File: src/hdl/assert_macros.svh
// Assertion macros included by the tracker top level.
`ifndef ASSERT_MACROS_SVH
`define ASSERT_MACROS_SVH
`ifndef ASSERT_OFF
`define ASSERT_IMPLY(label, clk, rstn, ante, cons, msg) \
    label: assert property (@(posedge clk) disable iff (!rstn) (ante) |-> (cons)) \
        else $error(msg);
`define ASSERT_NEXT(label, clk, rstn, ante, cons, msg) \
    label: assert property (@(posedge clk) disable iff (!rstn) (ante) |=> (cons)) \
        else $error(msg);
`else
`define ASSERT_IMPLY(label, clk, rstn, ante, cons, msg)
`define ASSERT_NEXT(label, clk, rstn, ante, cons, msg)
`endif
`endif

File: src/hdl/ehf_pkg.sv
// Types and constants of the encoder frame health tracker.
package ehf_pkg;

    typedef enum logic [3:0] {
        ST_IDLE,
        ST_CRC,
        ST_EMA_A,
        ST_EMA_B,
        ST_DELTA,
        ST_RATE_MUL,
        ST_DIV_GO,
        ST_RATE_DIV,
        ST_FINISH
    } state_t;

    typedef enum logic [2:0] {
        KIND_OOR,
        KIND_CLEAR,
        KIND_TRACKLOSS,
        KIND_CRCFAIL,
        KIND_GOOD
    } kind_t;

    localparam logic [1:0] HEALTH_OK       = 2'd0;
    localparam logic [1:0] HEALTH_DEGRADED = 2'd1;
    localparam logic [1:0] HEALTH_FAULTED  = 2'd2;
    localparam logic [1:0] FIELD_NORMAL    = 2'd0;

    localparam logic       OP_FRAME = 1'b0;
    localparam logic       OP_CLEAR = 1'b1;

    localparam logic [1:0] CFG_ENC_USED = 2'd0;
    localparam logic [1:0] CFG_CRC_THR  = 2'd1;
    localparam logic [1:0] CFG_WEIGHT   = 2'd2;

    localparam logic [2:0] ENC_USED_DEFAULT = 3'd4;
    localparam logic [7:0] THR_DEFAULT      = 8'd10;
    localparam logic [8:0] WEIGHT_DEFAULT   = 9'd102;
    localparam logic [8:0] WEIGHT_ONE       = 9'd256;

    localparam logic [5:0] CRC_POLY      = 6'h03;
    localparam logic [4:0] CRC_LAST_BIT  = 5'd17;

    localparam logic [23:0] HALF_TURN_Q = 24'd2097152;
    localparam logic [23:0] TURN_Q      = 24'd4194304;
    localparam logic [19:0] US_PER_S    = 20'd1000000;
    localparam logic [31:0] MIN_READS   = 32'd100;
    localparam logic [31:0] EMA_ROUND   = 32'd128;

    localparam int DIV_NUM_W = 42;
    localparam int DIV_DEN_W = 28;
    localparam int DIV_CNT_W = 6;

    typedef struct packed {
        logic start;
    } div_req_t;

    typedef struct packed {
        logic busy;
        logic done;
    } div_rsp_t;

endpackage

File: src/hdl/ehf_div.sv
// Bit-serial restoring divider for the velocity quotient.
module ehf_div
    import ehf_pkg::*;
(
    input  logic                 aclk,
    input  logic                 aresetn,
    input  div_req_t             req,
    input  logic [DIV_NUM_W-1:0] num,
    input  logic [DIV_DEN_W-1:0] den,
    output div_rsp_t             rsp,
    output logic [DIV_NUM_W-1:0] quotient
);

    logic                 busy_reg, busy_next;
    logic                 done_reg, done_next;
    logic [DIV_CNT_W-1:0] cnt_reg, cnt_next;
    logic [DIV_NUM_W-1:0] quo_reg, quo_next;
    logic [DIV_DEN_W-1:0] rem_reg, rem_next;
    logic [DIV_DEN_W-1:0] den_reg, den_next;
    logic [DIV_DEN_W:0]   shifted;
    logic [DIV_DEN_W:0]   diff;
    logic                 fits;

    assign shifted = {rem_reg, quo_reg[DIV_NUM_W-1]};
    assign diff    = shifted - {1'b0, den_reg};
    assign fits    = shifted >= {1'b0, den_reg};

    always_comb begin
        busy_next = busy_reg;
        done_next = 1'b0;
        cnt_next  = cnt_reg;
        quo_next  = quo_reg;
        rem_next  = rem_reg;
        den_next  = den_reg;
        if (req.start) begin
            busy_next = 1'b1;
            cnt_next  = '0;
            quo_next  = num;
            rem_next  = '0;
            den_next  = den;
        end else if (busy_reg) begin
            // one quotient bit per cycle
            quo_next = {quo_reg[DIV_NUM_W-2:0], fits};
            rem_next = fits ? diff[DIV_DEN_W-1:0] : shifted[DIV_DEN_W-1:0];
            cnt_next = cnt_reg + 1'b1;
            if (cnt_reg == DIV_CNT_W'(DIV_NUM_W - 1)) begin
                busy_next = 1'b0;
                done_next = 1'b1;
            end
        end
    end

    always_ff @(posedge aclk) begin
        if (!aresetn) begin
            busy_reg <= 1'b0;
            done_reg <= 1'b0;
            cnt_reg  <= '0;
        end else begin
            busy_reg <= busy_next;
            done_reg <= done_next;
            cnt_reg  <= cnt_next;
        end
        quo_reg <= quo_next;
        rem_reg <= rem_next;
        den_reg <= den_next;
    end

    assign rsp.busy = busy_reg;
    assign rsp.done = done_reg;
    assign quotient = quo_reg;

endmodule

File: src/hdl/encoder_frame_health_tracker.sv
// Top level of the encoder frame health tracker.
// One item is worked on at a time. A clear or an item for an encoder out of
// use goes straight to the finish state; a frame with track loss or a CRC error
// ends after the CRC6 check, which shifts the 18 covered frame bits one per
// cycle; a good frame whose time step lies between 1 and 999999 us then passes
// the EMA, delta and rate steps and the one-bit-per-cycle divider that forms
// the velocity, otherwise it ends after the EMA and delta steps. The next item
// is taken as soon as the result sits in the output register, even while it waits to be taken.
`include "assert_macros.svh"

module encoder_frame_health_tracker
    import ehf_pkg::*;
#(
    parameter int ENCODER_COUNT = 4
) (
    input  logic               aclk,
    input  logic               aresetn,
    input  logic               cfg_wr_en,
    input  logic [1:0]         cfg_addr,
    input  logic [8:0]         cfg_wdata,
    input  logic               s_valid,
    output logic               s_ready,
    input  logic               s_op,
    input  logic [2:0]         s_encoder_index,
    input  logic [23:0]        s_frame_bits,
    input  logic [31:0]        s_timestamp_us,
    output logic               m_valid,
    input  logic               m_ready,
    output logic [1:0]         m_health_state,
    output logic               m_frame_good,
    output logic [21:0]        m_filtered_angle,
    output logic signed [33:0] m_angular_rate,
    output logic [1:0]         m_field_state
);

    localparam int IDX_W = (ENCODER_COUNT > 1) ? $clog2(ENCODER_COUNT) : 1;
    localparam logic [3:0] ENC_COUNT = 4'(ENCODER_COUNT);

    // configuration
    logic [2:0] enc_used_reg;
    logic [7:0] thr_reg;
    logic [8:0] weight_reg;

    always_ff @(posedge aclk) begin
        if (!aresetn) begin
            enc_used_reg <= ENC_USED_DEFAULT;
            thr_reg      <= THR_DEFAULT;
            weight_reg   <= WEIGHT_DEFAULT;
        end else if (cfg_wr_en) begin
            case (cfg_addr)
                CFG_ENC_USED: enc_used_reg <= cfg_wdata[2:0];
                CFG_CRC_THR:  thr_reg      <= cfg_wdata[7:0];
                CFG_WEIGHT:   weight_reg   <= cfg_wdata;
                default: ;
            endcase
        end
    end

    logic [3:0] used;
    logic [7:0] thr_eff;
    logic [8:0] w_eff;
    logic       in_range;

    assign used     = ({1'b0, enc_used_reg} > ENC_COUNT) ? ENC_COUNT : {1'b0, enc_used_reg};
    assign thr_eff  = (thr_reg == '0) ? THR_DEFAULT : thr_reg;
    assign w_eff    = (weight_reg == '0 || weight_reg > WEIGHT_ONE) ? WEIGHT_DEFAULT
                                                                    : weight_reg;
    assign in_range = {1'b0, s_encoder_index} < used;

    // per-encoder state
    logic [21:0] angle_store     [ENCODER_COUNT];
    logic [21:0] prev_angle_store[ENCODER_COUNT];
    logic [34:0] rate_store      [ENCODER_COUNT];
    logic [31:0] last_time_store [ENCODER_COUNT];
    logic [1:0]  health_store    [ENCODER_COUNT];
    logic [1:0]  field_store     [ENCODER_COUNT];
    logic [31:0] reads_store     [ENCODER_COUNT];
    logic [31:0] fails_store     [ENCODER_COUNT];
    logic [7:0]  run_store       [ENCODER_COUNT];

    state_t state_reg, state_next;
    kind_t  kind_reg;

    logic [IDX_W-1:0] idx_reg;
    logic [23:0]      frame_reg;
    logic [31:0]      ts_reg;
    logic [17:0]      crc_sh_reg;
    logic [5:0]       crc_reg;
    logic [4:0]       crc_cnt_reg;
    logic [31:0]      acc_reg;
    logic [21:0]      mag_reg;
    logic             neg_reg;
    logic [19:0]      dt_reg;
    logic             err_reg;
    logic [DIV_NUM_W-1:0] num_reg;
    logic [34:0]      rate_new_reg;
    logic             rate_upd_reg;

    logic       m_valid_reg;
    logic [1:0] m_health_reg;
    logic       m_good_reg;
    logic [21:0] m_angle_reg;
    logic [33:0] m_rate_reg;
    logic [1:0] m_field_reg;

    logic     accept;
    logic     commit;
    div_req_t div_req;
    div_rsp_t div_rsp;
    logic [DIV_NUM_W-1:0] quotient;

    assign accept = s_valid && s_ready;

    // bit-serial CRC6 step
    logic       crc_fb;
    logic [5:0] crc_next;
    logic       crc_bad;

    assign crc_fb   = crc_reg[5] ^ crc_sh_reg[17];
    assign crc_next = {crc_reg[4:0], 1'b0} ^ (crc_fb ? CRC_POLY : 6'd0);
    assign crc_bad  = crc_next != frame_reg[5:0];

    // shared EMA multiplier
    logic [8:0]  mul_a;
    logic [21:0] mul_b;
    logic [30:0] mul_prod;

    assign mul_a    = (state_reg == ST_EMA_A) ? w_eff : 9'(WEIGHT_ONE - w_eff);
    assign mul_b    = (state_reg == ST_EMA_A) ? {frame_reg[23:10], 8'd0} : angle_store[idx_reg];
    assign mul_prod = {22'd0, mul_a} * {9'd0, mul_b};

    // angle delta with half-turn wrap, elapsed time, error rate
    logic [21:0] angle_new;
    logic [23:0] delta_raw;
    logic [23:0] delta;
    logic [31:0] dt;
    logic        dt_ok;
    logic [31:0] reads_inc;
    logic [36:0] fails_x20;

    assign angle_new = acc_reg[29:8];
    assign delta_raw = {2'b0, angle_new} - {2'b0, prev_angle_store[idx_reg]};
    always_comb begin
        delta = delta_raw;
        if ($signed(delta_raw) > $signed(HALF_TURN_Q)) begin
            delta = delta_raw - TURN_Q;
        end else if ($signed(delta_raw) < -$signed(HALF_TURN_Q)) begin
            delta = delta_raw + TURN_Q;
        end
    end
    assign dt        = ts_reg - last_time_store[idx_reg];
    assign dt_ok     = dt != '0 && dt < {12'd0, US_PER_S};
    assign reads_inc = reads_store[idx_reg] + 1'b1;
    assign fails_x20 = {1'b0, fails_store[idx_reg], 4'd0}
                     + {3'b0, fails_store[idx_reg], 2'd0};

    // next state
    always_comb begin
        state_next = state_reg;
        case (state_reg)
            ST_IDLE: begin
                if (s_valid) begin
                    state_next = (!in_range || s_op == OP_CLEAR) ? ST_FINISH : ST_CRC;
                end
            end
            ST_CRC: begin
                if (crc_cnt_reg == CRC_LAST_BIT) begin
                    state_next = (frame_reg[6] || crc_bad) ? ST_FINISH : ST_EMA_A;
                end
            end
            ST_EMA_A:    state_next = ST_EMA_B;
            ST_EMA_B:    state_next = ST_DELTA;
            ST_DELTA:    state_next = dt_ok ? ST_RATE_MUL : ST_FINISH;
            ST_RATE_MUL: state_next = ST_DIV_GO;
            ST_DIV_GO:   state_next = ST_RATE_DIV;
            ST_RATE_DIV: begin
                if (div_rsp.done) begin
                    state_next = ST_FINISH;
                end
            end
            ST_FINISH: begin
                if (!m_valid_reg || m_ready) begin
                    state_next = ST_IDLE;
                end
            end
            default: state_next = ST_IDLE;
        endcase
    end

    // control outputs
    always_comb begin
        s_ready       = 1'b0;
        div_req.start = 1'b0;
        commit        = 1'b0;
        case (state_reg)
            ST_IDLE:   s_ready       = 1'b1;
            ST_DIV_GO: div_req.start = 1'b1;
            ST_FINISH: commit        = !m_valid_reg || m_ready;
            default: ;
        endcase
    end

    always_ff @(posedge aclk) begin
        if (!aresetn) begin
            state_reg <= ST_IDLE;
        end else begin
            state_reg <= state_next;
        end
    end

    // datapath
    always_ff @(posedge aclk) begin
        if (!aresetn) begin
            kind_reg     <= KIND_OOR;
            rate_upd_reg <= 1'b0;
        end else begin
            case (state_reg)
                ST_IDLE: begin
                    if (accept) begin
                        kind_reg     <= !in_range ? KIND_OOR
                                      : (s_op == OP_CLEAR) ? KIND_CLEAR : KIND_GOOD;
                        rate_upd_reg <= 1'b0;
                    end
                end
                ST_CRC: begin
                    if (crc_cnt_reg == CRC_LAST_BIT) begin
                        kind_reg <= frame_reg[6] ? KIND_TRACKLOSS
                                  : crc_bad ? KIND_CRCFAIL : KIND_GOOD;
                    end
                end
                ST_RATE_DIV: begin
                    if (div_rsp.done) begin
                        rate_upd_reg <= 1'b1;
                    end
                end
                default: ;
            endcase
        end
    end

    always_ff @(posedge aclk) begin
        case (state_reg)
            ST_IDLE: begin
                if (accept) begin
                    idx_reg     <= s_encoder_index[IDX_W-1:0];
                    frame_reg   <= s_frame_bits;
                    ts_reg      <= s_timestamp_us;
                    crc_sh_reg  <= s_frame_bits[23:6];
                    crc_reg     <= '0;
                    crc_cnt_reg <= '0;
                end
            end
            ST_CRC: begin
                crc_reg     <= crc_next;
                crc_sh_reg  <= {crc_sh_reg[16:0], 1'b0};
                crc_cnt_reg <= crc_cnt_reg + 1'b1;
            end
            ST_EMA_A: acc_reg <= EMA_ROUND + {1'b0, mul_prod};
            ST_EMA_B: acc_reg <= acc_reg + {1'b0, mul_prod};
            ST_DELTA: begin
                neg_reg <= delta[23];
                mag_reg <= delta[23] ? 22'(-delta) : delta[21:0];
                dt_reg  <= dt[19:0];
                err_reg <= reads_inc >= MIN_READS && fails_x20 > {5'd0, reads_inc};
            end
            ST_RATE_MUL: begin
                num_reg <= DIV_NUM_W'({20'd0, mag_reg} * {22'd0, US_PER_S})
                         + DIV_NUM_W'({dt_reg, 7'd0});
            end
            ST_RATE_DIV: begin
                if (div_rsp.done) begin
                    rate_new_reg <= neg_reg ? 35'(-quotient[34:0]) : quotient[34:0];
                end
            end
            default: ;
        endcase
    end

    ehf_div u_div (
        .aclk     (aclk),
        .aresetn  (aresetn),
        .req      (div_req),
        .num      (num_reg),
        .den      ({dt_reg, 8'd0}),
        .rsp      (div_rsp),
        .quotient (quotient)
    );

    // store update for the item being finished
    logic [21:0] angle_nx, prev_nx;
    logic [34:0] rate_nx;
    logic [31:0] time_nx, reads_nx, fails_nx;
    logic [1:0]  health_nx, field_nx;
    logic [7:0]  run_nx, run_inc;
    logic        good_nx;

    assign run_inc = (run_store[idx_reg] == 8'hFF) ? 8'hFF : run_store[idx_reg] + 1'b1;

    always_comb begin
        angle_nx  = angle_store[idx_reg];
        prev_nx   = prev_angle_store[idx_reg];
        rate_nx   = rate_store[idx_reg];
        time_nx   = last_time_store[idx_reg];
        health_nx = health_store[idx_reg];
        field_nx  = field_store[idx_reg];
        reads_nx  = reads_store[idx_reg];
        fails_nx  = fails_store[idx_reg];
        run_nx    = run_store[idx_reg];
        good_nx   = 1'b0;
        case (kind_reg)
            KIND_CLEAR: begin
                health_nx = HEALTH_OK;
                reads_nx  = '0;
                fails_nx  = '0;
                run_nx    = '0;
            end
            KIND_TRACKLOSS: begin
                reads_nx  = reads_store[idx_reg] + 1'b1;
                field_nx  = frame_reg[9:8];
                health_nx = HEALTH_FAULTED;
            end
            KIND_CRCFAIL: begin
                reads_nx = reads_store[idx_reg] + 1'b1;
                fails_nx = fails_store[idx_reg] + 1'b1;
                field_nx = frame_reg[9:8];
                run_nx   = run_inc;
                if (run_inc >= thr_eff) begin
                    health_nx = HEALTH_FAULTED;
                end
            end
            KIND_GOOD: begin
                good_nx  = 1'b1;
                reads_nx = reads_store[idx_reg] + 1'b1;
                field_nx = frame_reg[9:8];
                run_nx   = '0;
                angle_nx = angle_new;
                prev_nx  = angle_new;
                time_nx  = ts_reg;
                if (rate_upd_reg) begin
                    rate_nx = rate_new_reg;
                end
                // faulted holds until a clear
                if (health_store[idx_reg] != HEALTH_FAULTED) begin
                    health_nx = (frame_reg[9:8] != FIELD_NORMAL || err_reg)
                              ? HEALTH_DEGRADED : HEALTH_OK;
                end
            end
            default: ;
        endcase
    end

    always_ff @(posedge aclk) begin
        if (!aresetn) begin
            for (int i = 0; i < ENCODER_COUNT; i++) begin
                angle_store[i]      <= '0;
                prev_angle_store[i] <= '0;
                rate_store[i]       <= '0;
                last_time_store[i]  <= '0;
                health_store[i]     <= HEALTH_OK;
                field_store[i]      <= FIELD_NORMAL;
                reads_store[i]      <= '0;
                fails_store[i]      <= '0;
                run_store[i]        <= '0;
            end
        end else if (commit && kind_reg != KIND_OOR) begin
            angle_store[idx_reg]      <= angle_nx;
            prev_angle_store[idx_reg] <= prev_nx;
            rate_store[idx_reg]       <= rate_nx;
            last_time_store[idx_reg]  <= time_nx;
            health_store[idx_reg]     <= health_nx;
            field_store[idx_reg]      <= field_nx;
            reads_store[idx_reg]      <= reads_nx;
            fails_store[idx_reg]      <= fails_nx;
            run_store[idx_reg]        <= run_nx;
        end
    end

    // output register
    always_ff @(posedge aclk) begin
        if (!aresetn) begin
            m_valid_reg <= 1'b0;
        end else if (commit) begin
            m_valid_reg <= 1'b1;
        end else if (m_ready) begin
            m_valid_reg <= 1'b0;
        end
        if (commit) begin
            if (kind_reg == KIND_OOR) begin
                m_health_reg <= HEALTH_FAULTED;
                m_good_reg   <= 1'b0;
                m_angle_reg  <= '0;
                m_rate_reg   <= '0;
                m_field_reg  <= FIELD_NORMAL;
            end else begin
                m_health_reg <= health_nx;
                m_good_reg   <= good_nx;
                m_angle_reg  <= angle_nx;
                m_rate_reg   <= rate_nx[33:0];
                m_field_reg  <= field_nx;
            end
        end
    end

    assign m_valid          = m_valid_reg;
    assign m_health_state   = m_health_reg;
    assign m_frame_good     = m_good_reg;
    assign m_filtered_angle = m_angle_reg;
    assign m_angular_rate   = $signed(m_rate_reg);
    assign m_field_state    = m_field_reg;

    `ASSERT_NEXT(a_accept_leaves_idle, aclk, aresetn, accept, state_reg != ST_IDLE, "accepted item left block idle")
    `ASSERT_IMPLY(a_div_done_in_wait, aclk, aresetn, div_rsp.done, state_reg == ST_RATE_DIV, "divider finished outside divide wait")
    `ASSERT_NEXT(a_oor_faulted, aclk, aresetn, commit && kind_reg == KIND_OOR, m_health_state == HEALTH_FAULTED && !m_frame_good, "unused encoder not reported faulted")

endmodule

File: config.mk
export PLATFORM = sky130hd
export DESIGN_NAME = encoder_frame_health_tracker
export DESIGN_NICKNAME = d
export VERILOG_FILES = /design/src/hdl/ehf_pkg.sv /design/src/hdl/ehf_div.sv /design/src/hdl/encoder_frame_health_tracker.sv
export VERILOG_INCLUDE_DIRS = /design/src /design/src/hdl
export SDC_FILE = /design/constraint.sdc
export NUM_CORES = 2
export LEC_CHECK = 0
export BUFFER_PORTS_ARGS = -buffer_cell sky130_fd_sc_hd__clkbuf_2
export CORE_UTILIZATION = 45
export DETAILED_ROUTE_END_ITERATION = 8
export SYNTH_ARGS = -nofsm -noshare
export SYNTH_HDL_FRONTEND = slang
export SYNTH_SLANG_ARGS = --single-unit
export TNS_END_PERCENT = 30
File: constraint.sdc
create_clock -name aclk -period 26.9 [get_ports aclk]
set_input_delay 1.345 -clock aclk [delete_from_list [all_inputs] [get_ports aclk]]
set_output_delay 1.345 -clock aclk [all_outputs]
set_load 0.01 [all_outputs]
==> Yosys cells after proc, flatten, opt, wreduce, memory -nomap -nowiden <==
Memories as Yosys holds them, arrays and structs flattened. A register that Yosys moved wholly into a read port is not among the register bits.
Cells that the tools add are included.
Widths: inputs -> output; s select.
{ "word_totals": {"n_memories": 9, "ramBits": 748, "reg_bits": 428, "input_bits": 76} }
{ "mem_list": {"columns": ["memory", "words", "word_bits", "rd", "rd_ports_with_merged_regs", "write_ports", "line", "text"], "rows": [
  ["rate_store", 4, 35, 1, 1, 4, "encoder_frame_health_tracker.sv:73", "logic [34:0] rate_store [ENCODER_COUNT];"],
  ["fails_store", 4, 32, 1, 1, 4, "encoder_frame_health_tracker.sv:78", "logic [31:0] fails_store [ENCODER_COUNT];"],
  ["last_time_store", 4, 32, 1, 1, 4, "encoder_frame_health_tracker.sv:74", "logic [31:0] last_time_store [ENCODER_COUNT];"],
  ["reads_store", 4, 32, 1, 1, 4, "encoder_frame_health_tracker.sv:77", "logic [31:0] reads_store [ENCODER_COUNT];"],
  ["angle_store", 4, 22, 1, 1, 4, "encoder_frame_health_tracker.sv:71", "logic [21:0] angle_store [ENCODER_COUNT];"],
  ["prev_angle_store", 4, 22, 1, 1, 4, "encoder_frame_health_tracker.sv:72", "logic [21:0] prev_angle_store[ENCODER_COUNT];"],
  ["3 more memories", null, null, null, null, null, null, null]
]} }
{ "classes": {"bitwise_logic": 4, "multipliers": 2, "n_eq_ne": 24, "reduce_logical": 46, "n_mux": 102, "n_lt_le_gt_ge": 10, "addsub": 17} }
{ "op_table": {"columns": ["op", "n"], "rows": [
  ["$pmux 32 s2", 3],
  ["$mux 35", 4],
  ["$mux 22", 6],
  ["$mux 32", 4],
  ["$reduce_or 32->1", 3],
  ["$mux 42", 2],
  ["$add 32x1->32 const B", 2],
  ["$mux 2", 24],
  ["$mux 24", 2],
  ["$reduce_or 22->1", 2],
  ["$add 42x27->42", 1],
  ["$add 36x34->37", 1],
  ["$gt 37x32->1", 1],
  ["$mul 22x14->36 const B", 1],
  ["$pmux 18 s2", 1],
  ["$pmux 4 s9", 1],
  ["$neg 35->35", 1],
  ["$reduce_or 35->1", 1],
  ["$add 32x31->32", 1],
  ["$add 8x31->32 const A", 1],
  ["$ge 32x7->1 const B", 1],
  ["$lt 32x20->1 const B", 1],
  ["$reduce_bool 32->1", 1],
  ["$sub 32x32->32", 1],
  ["66 further kinds", 139]
]} }

==> Logic depth before layout (Yosys ltp) <==
{ "depth": {"ltp_word": 9, "depth_mapped": 40} }

==> By module <==
Synthesis repeated with hierarchy kept, for this count alone.
{ "hier_totals": {"cells_unflattened": 6328, "area_unflattened_um2": 71423.5} }
{ "modules_own_cells": {"columns": ["module", "n_inst", "area_per_inst_um2", "cells_each"], "rows": [
  ["encoder_frame_health_tracker", 1, 65721.8, 5806],
  ["ehf_div", 1, 5701.7, 522]
]} }

==> Worst setup path after synthesis <==
OpenSTA, ideal clock, no wires.
{ "synth_timing": {"path_type": "input -> register", "start": "input port m_ready", "end": "memory angle_store[1][0] (enable)", "t_required_ns": 26.346, "path_buffers": 3, "path_stages": 8, "arrival_time_ns": 9.460, "slack_ns": 16.886, "setup_ns": 0.554, "path_cell_list": "nand2b_1 nor2b_1 nand3_1 clkbuf_1 or2_2 clkbuf_1 buf_1 nand2_1"} }
{ "synth_rtl": {"columns": ["element", "line", "text"], "rows": [
  ["start, declared", "encoder_frame_health_tracker.sv:28", "input logic m_ready,"],
  ["end, declared", "encoder_frame_health_tracker.sv:71", null]
]} }

==> Worst setup path after layout <==
{ "layout_timing": {"start": "register weight_reg[1]", "end": "register acc_reg[28], data pin"} }
{ "layout_via": {"elab_chain_len": 8, "elab_cells_between_ends": 10, "classes_between": "3 x add/sub; 1 x mul; 1 x order compare; 3 x mux; 2 x reduce/logical"} }
{ "layout_lines": {"columns": ["element", "line", "text"], "rows": [
  ["start, declared", "encoder_frame_health_tracker.sv:42", "logic [8:0] weight_reg;"],
  ["start signal, assigned", "encoder_frame_health_tracker.sv:53", "CFG_WEIGHT: weight_reg <= cfg_wdata;"],
  ["$gt 9x9->1 or $logic_not 9->1 (tied branches)", "encoder_frame_health_tracker.sv:66", "assign w_eff = (weight_reg == '0 || weight_reg > WEIGHT_ONE) ? WEIGHT_DEFAULT"],
  ["$logic_or 1x1->1", "encoder_frame_health_tracker.sv:66", null],
  ["$mux 9 *", "encoder_frame_health_tracker.sv:66", null],
  ["$sub 9x9->9", "encoder_frame_health_tracker.sv:128", "assign mul_a = (state_reg == ST_EMA_A) ? w_eff : 9'(WEIGHT_ONE - w_eff);"],
  ["$mux 9 *", "encoder_frame_health_tracker.sv:128", null],
  ["$mul 9x22->31 *", "encoder_frame_health_tracker.sv:130", "assign mul_prod = {22'd0, mul_a} * {9'd0, mul_b};"],
  ["$add 32x31->32 or $add 8x31->32 (tied branches)", "encoder_frame_health_tracker.sv:259, encoder_frame_health_tracker.sv:258", null],
  ["$pmux 32 s2 *", "encoder_frame_health_tracker.sv:242", "case (state_reg)"],
  ["end signal, assigned", "encoder_frame_health_tracker.sv:258", "ST_EMA_A: acc_reg <= EMA_ROUND + {1'b0, mul_prod};"],
  ["end signal, assigned", "encoder_frame_health_tracker.sv:259", "ST_EMA_B: acc_reg <= acc_reg + {1'b0, mul_prod};"],
  ["end, declared", "encoder_frame_health_tracker.sv:90", "logic [31:0] acc_reg;"]
]} }
Mark *: on every way between the ends. The rest lies on a longest branch, timed or not.
A chain may end at the register's enable or synchronous reset.

==> summary.md <==
| Metric | Value |
|---|---|
| Post-CTS setup buffers | `0` |
| Largest fanout on the critical path | `21` |
| Clock-pin slew on the worst setup and hold paths | `about 0.060 ns` |
| Final critical-path share of the clock period | `0.370` |
| CP Data Arrival Time | `~10 ns` |
| Cells resized by post-CTS repair | `0` |
| Critical Path Start | `weight_reg[1]` |
| DR vias | `47.5k` |
| Clock skew | `0.0281 ns` |
| Final Hold Vio Count | `0` |
| Routed wire per std cell | `around 22 µm` |
| Avg Synthesized Cell Area | `between 10 and 15 µm²` |
| Worst hold path class | `reg2reg` |
| Post-synth top flop | `edfxtp_1` |
| DP HPWL | `about 120000 µm` |
| Synth top area share | `0.471` |
| DRC | `56` |
| Post-synthesis instance total | `6213` |
| R2R depth | `35` |
| # rows | `144` |
| Part of the Yosys area used for sequential elements | `0.490` |
| Largest net degree at the start of global routing | `135` |
| Most frequent cells in the layout | `1104 x nor2_1, 1097 x edfxtp_1, 551 x nand2_1` |
| Setup violators final | `0` |
| Worst R2R Start | `weight_reg[1]` |
| Critical path's slowest cell | `fa_1` |
| Fin nets | `6973` |
| First-pass GRT wire length | `282000 µm` |
| Vias in the first global route | `47.9k` |
| PortBufs | `138` |
| Global Route Usage Sum | `0.234` |
| Top cells by area, synth | `edfxtp_1 47%, ha_1 6.7%, fa_1 6.6%` |
| # fillers | `13.8k` |
| Die area | `157000 µm²` |
| Maximum vdd drop | `approximately 0.00011 V` |
| Worst Path Required | `~27 ns` |
| Pins over their slew limit | `0` |
| Root Buffer | `clkbuf_16` |
| Largest stage delay, worst path | `0.57 ns` |
| Worst R2R Setup Slack | `16.95 ns` |
| Iter 0 DRT Violations | `roughly 4.0k` |
| Clock Tree Buf Depth | `3` |
| CP Class | `reg2reg` |
| Layout cells sized above 1 | `0.101` |
| Post-route setup TNS | `0 ns` |
| Setup crit end kind | `flop` |
| Leading area contributor after synthesis | `edfxtp_1` |
| Area of the mapped netlist | `70000 µm²` |
| Post-CTS Hold Fix Bufs | `0` |
| Die height | `396 µm` |
| Slew @ Worst Pin | `1.15 ns` |
| Power Total | `between 0.007 and 0.008 W` |
| Max FFs per register | `136` |
| GPL Wtd Cong | `0.872` |
| I/O pins | `139` |
| GRT overflow | `0` |
| Max-cap viol count | `0` |
| Power Dens Cells | `92.3 nW/µm²` |
| Worst Hold Launch | `dt_reg[0]` |
| Core box area | `154000 µm²` |
| Initial antenna violation count | `6` |
| Area grow syn2layout | `10.3%` |
| FF+latch count, synth | `about 1.2k` |
| CTS tree | `yes` |
| CTS buffer count | `132` |
| Leakage power | `30.7 nW` |
| H-tree depth | `4` |
| Most common cell after layout, fill and taps aside | `nor2_1` |
| Biggest register | `rate_store` |
| Worst r2r dst | `acc_reg[28]` |
| Min Tclk post-route | `9.95 ns` |
| Initial Util | `0.454` |
| Startpoint types | `flop` |
| Post-synth ARST share | `0` |
| WL final | `183000 µm` |
| Failing checks | `design-rule violations` |
| Max_slew headroom | `0.226` |
| Syn. warnings | `0` |
| CTS sink count | `approximately 1.2k` |
| Max Freq | `100 MHz` |
| End of the critical path | `acc_reg[28]` |
| Pre-antenna DRT Iters | `9` |
| Vias/cell | `~5.6` |
| Synth unique cells | `87` |
| Die W | `396 µm` |
| Routed Antenna Nets | `0` |
| Synthesized net count | `roughly 6.9k` |
| RSZ-0062 raised after global routing | `no` |
| Number of synthesized flops with an enable pin | `1097` |
| Outcome | `finished with violations` |
| Worst-Skew Late Latency | `roughly 0.8 ns` |
-- report_power, final --
group | leakage, nW | internal (W) | switching [W]
clock network | 2.09 | 0.00102 | 0.000779
registers | 11.5 | 0.00212 | 0.0000426
logic | 17.1 | 0.00127 | 0.00189
-- kinds of logic after synthesis --
kind of cell,count (synthesis),synth area share
buffers and inverters,719,0.0397
flip-flops,1164,0.490
XOR/XNOR,350,0.0438
AO/OA/AOI/OAI,830,0.0758
adder cells (fa/ha/maj),608,0.134
multiplexers,307,0.0772
AND/OR/NAND/NOR,2235,0.140
-- layout make-up --
class | count | area (µm²) | area share
Sequential cell | 1164 | 34300 | 0.444
Multi-Input combinational cell | 4330 | 33100 | 0.428
Clock buffer | 171 | 3490 | 0.0452
Tap cell | 2044 | 2560 | 0.0331
Inverter | 457 | 1720 | 0.0222
Timing Repair Buffer | 204 | 1220 | 0.0159
Clock inverter | 70 | 841 | 0.0109
Antenna cell | 1 | 2.50 | 0.0000324
-- cells in the mapped netlist (11+ instances only) --
library cell,count
a211o_1,12
a211oi_1,21
a21boi_0,16
a21o_1,90
a21oi_1,252
a22oi_1,13
a31oi_1,28
and2_1,35
and3_1,77
and4_1,12
buf_1,17
buf_2,16
clkbuf_1,217
dfxtp_1,67
edfxtp_1,1097
fa_1,231
ha_1,377
inv_1,455
mux2i_1,119
mux4_2,186
nand2_1,559
nand2b_1,56
nand3_1,98
nand3b_1,13
nand4_1,48
nor2_1,1110
nor2b_1,50
nor3_1,64
nor4_1,23
o211ai_1,25
o21a_1,35
o21ai_0,181
o21bai_1,27
o31ai_1,25
or2_2,18
or3_1,18
or4_1,11
xnor2_1,228
xor2_1,122
-- worst max-delay path, delay by kind of cell, from the launching register on --
kind	cells	cell delay [ns]
AOI/OAI and AO/OA	6	1.89
xor gates and xnor gates	2	0.63
adders and majority gates	8	3.29
buffers and inverters	5	0.56
DFF	1	0.34
muxes	1	0.08
and+or+nand+nor	13	2.90
-- how the worst min path moves through the flow --
stage	endpoint	slack [ns]	cells after the start
2_1_floorplan	u_div.den_reg[8]	0.43	0
3_3_place_gp	u_div.rem_reg[27]	0.46	2
3_5_place_dp	u_div.den_reg[8]	0.46	0
4_1_cts	u_div.den_reg[8]	0.46	0
5_1_grt	u_div.den_reg[8]	0.46	0
6_report	u_div.den_reg[8]	0.45	0
-- metrics by stage --
| stage | hold WS [ns] | util | cell area (µm²) | worst slack [ns] | instances |
|---|---|---|---|---|---|
| after detailed placement | 0.460 | 0.472 | 72800 | 17.01 | 8199 |
| after global placement | 0.459 | 0.472 | 72800 | 17.17 | 8199 |
| final | 0.455 | 0.500 | 77200 | 16.95 | 8441 |
| after CTS | 0.456 | 0.500 | 77200 | 16.99 | 8440 |
| after global routing | 0.458 | 0.500 | 77200 | 16.22 | 8440 |
| after floorplan | 0.431 | - | 70000 | 16.89 | 6213 |
-- routing by layer --
layer  vias up  track usage  routed length (µm)
li1      22175            -                   -
met1     23658        0.331               81900
met2      1445        0.373               84400
met3       244       0.0356               11500
met4         6       0.0664                4850
met5         -            0                  43
Power figures use the tool's default switching activity.
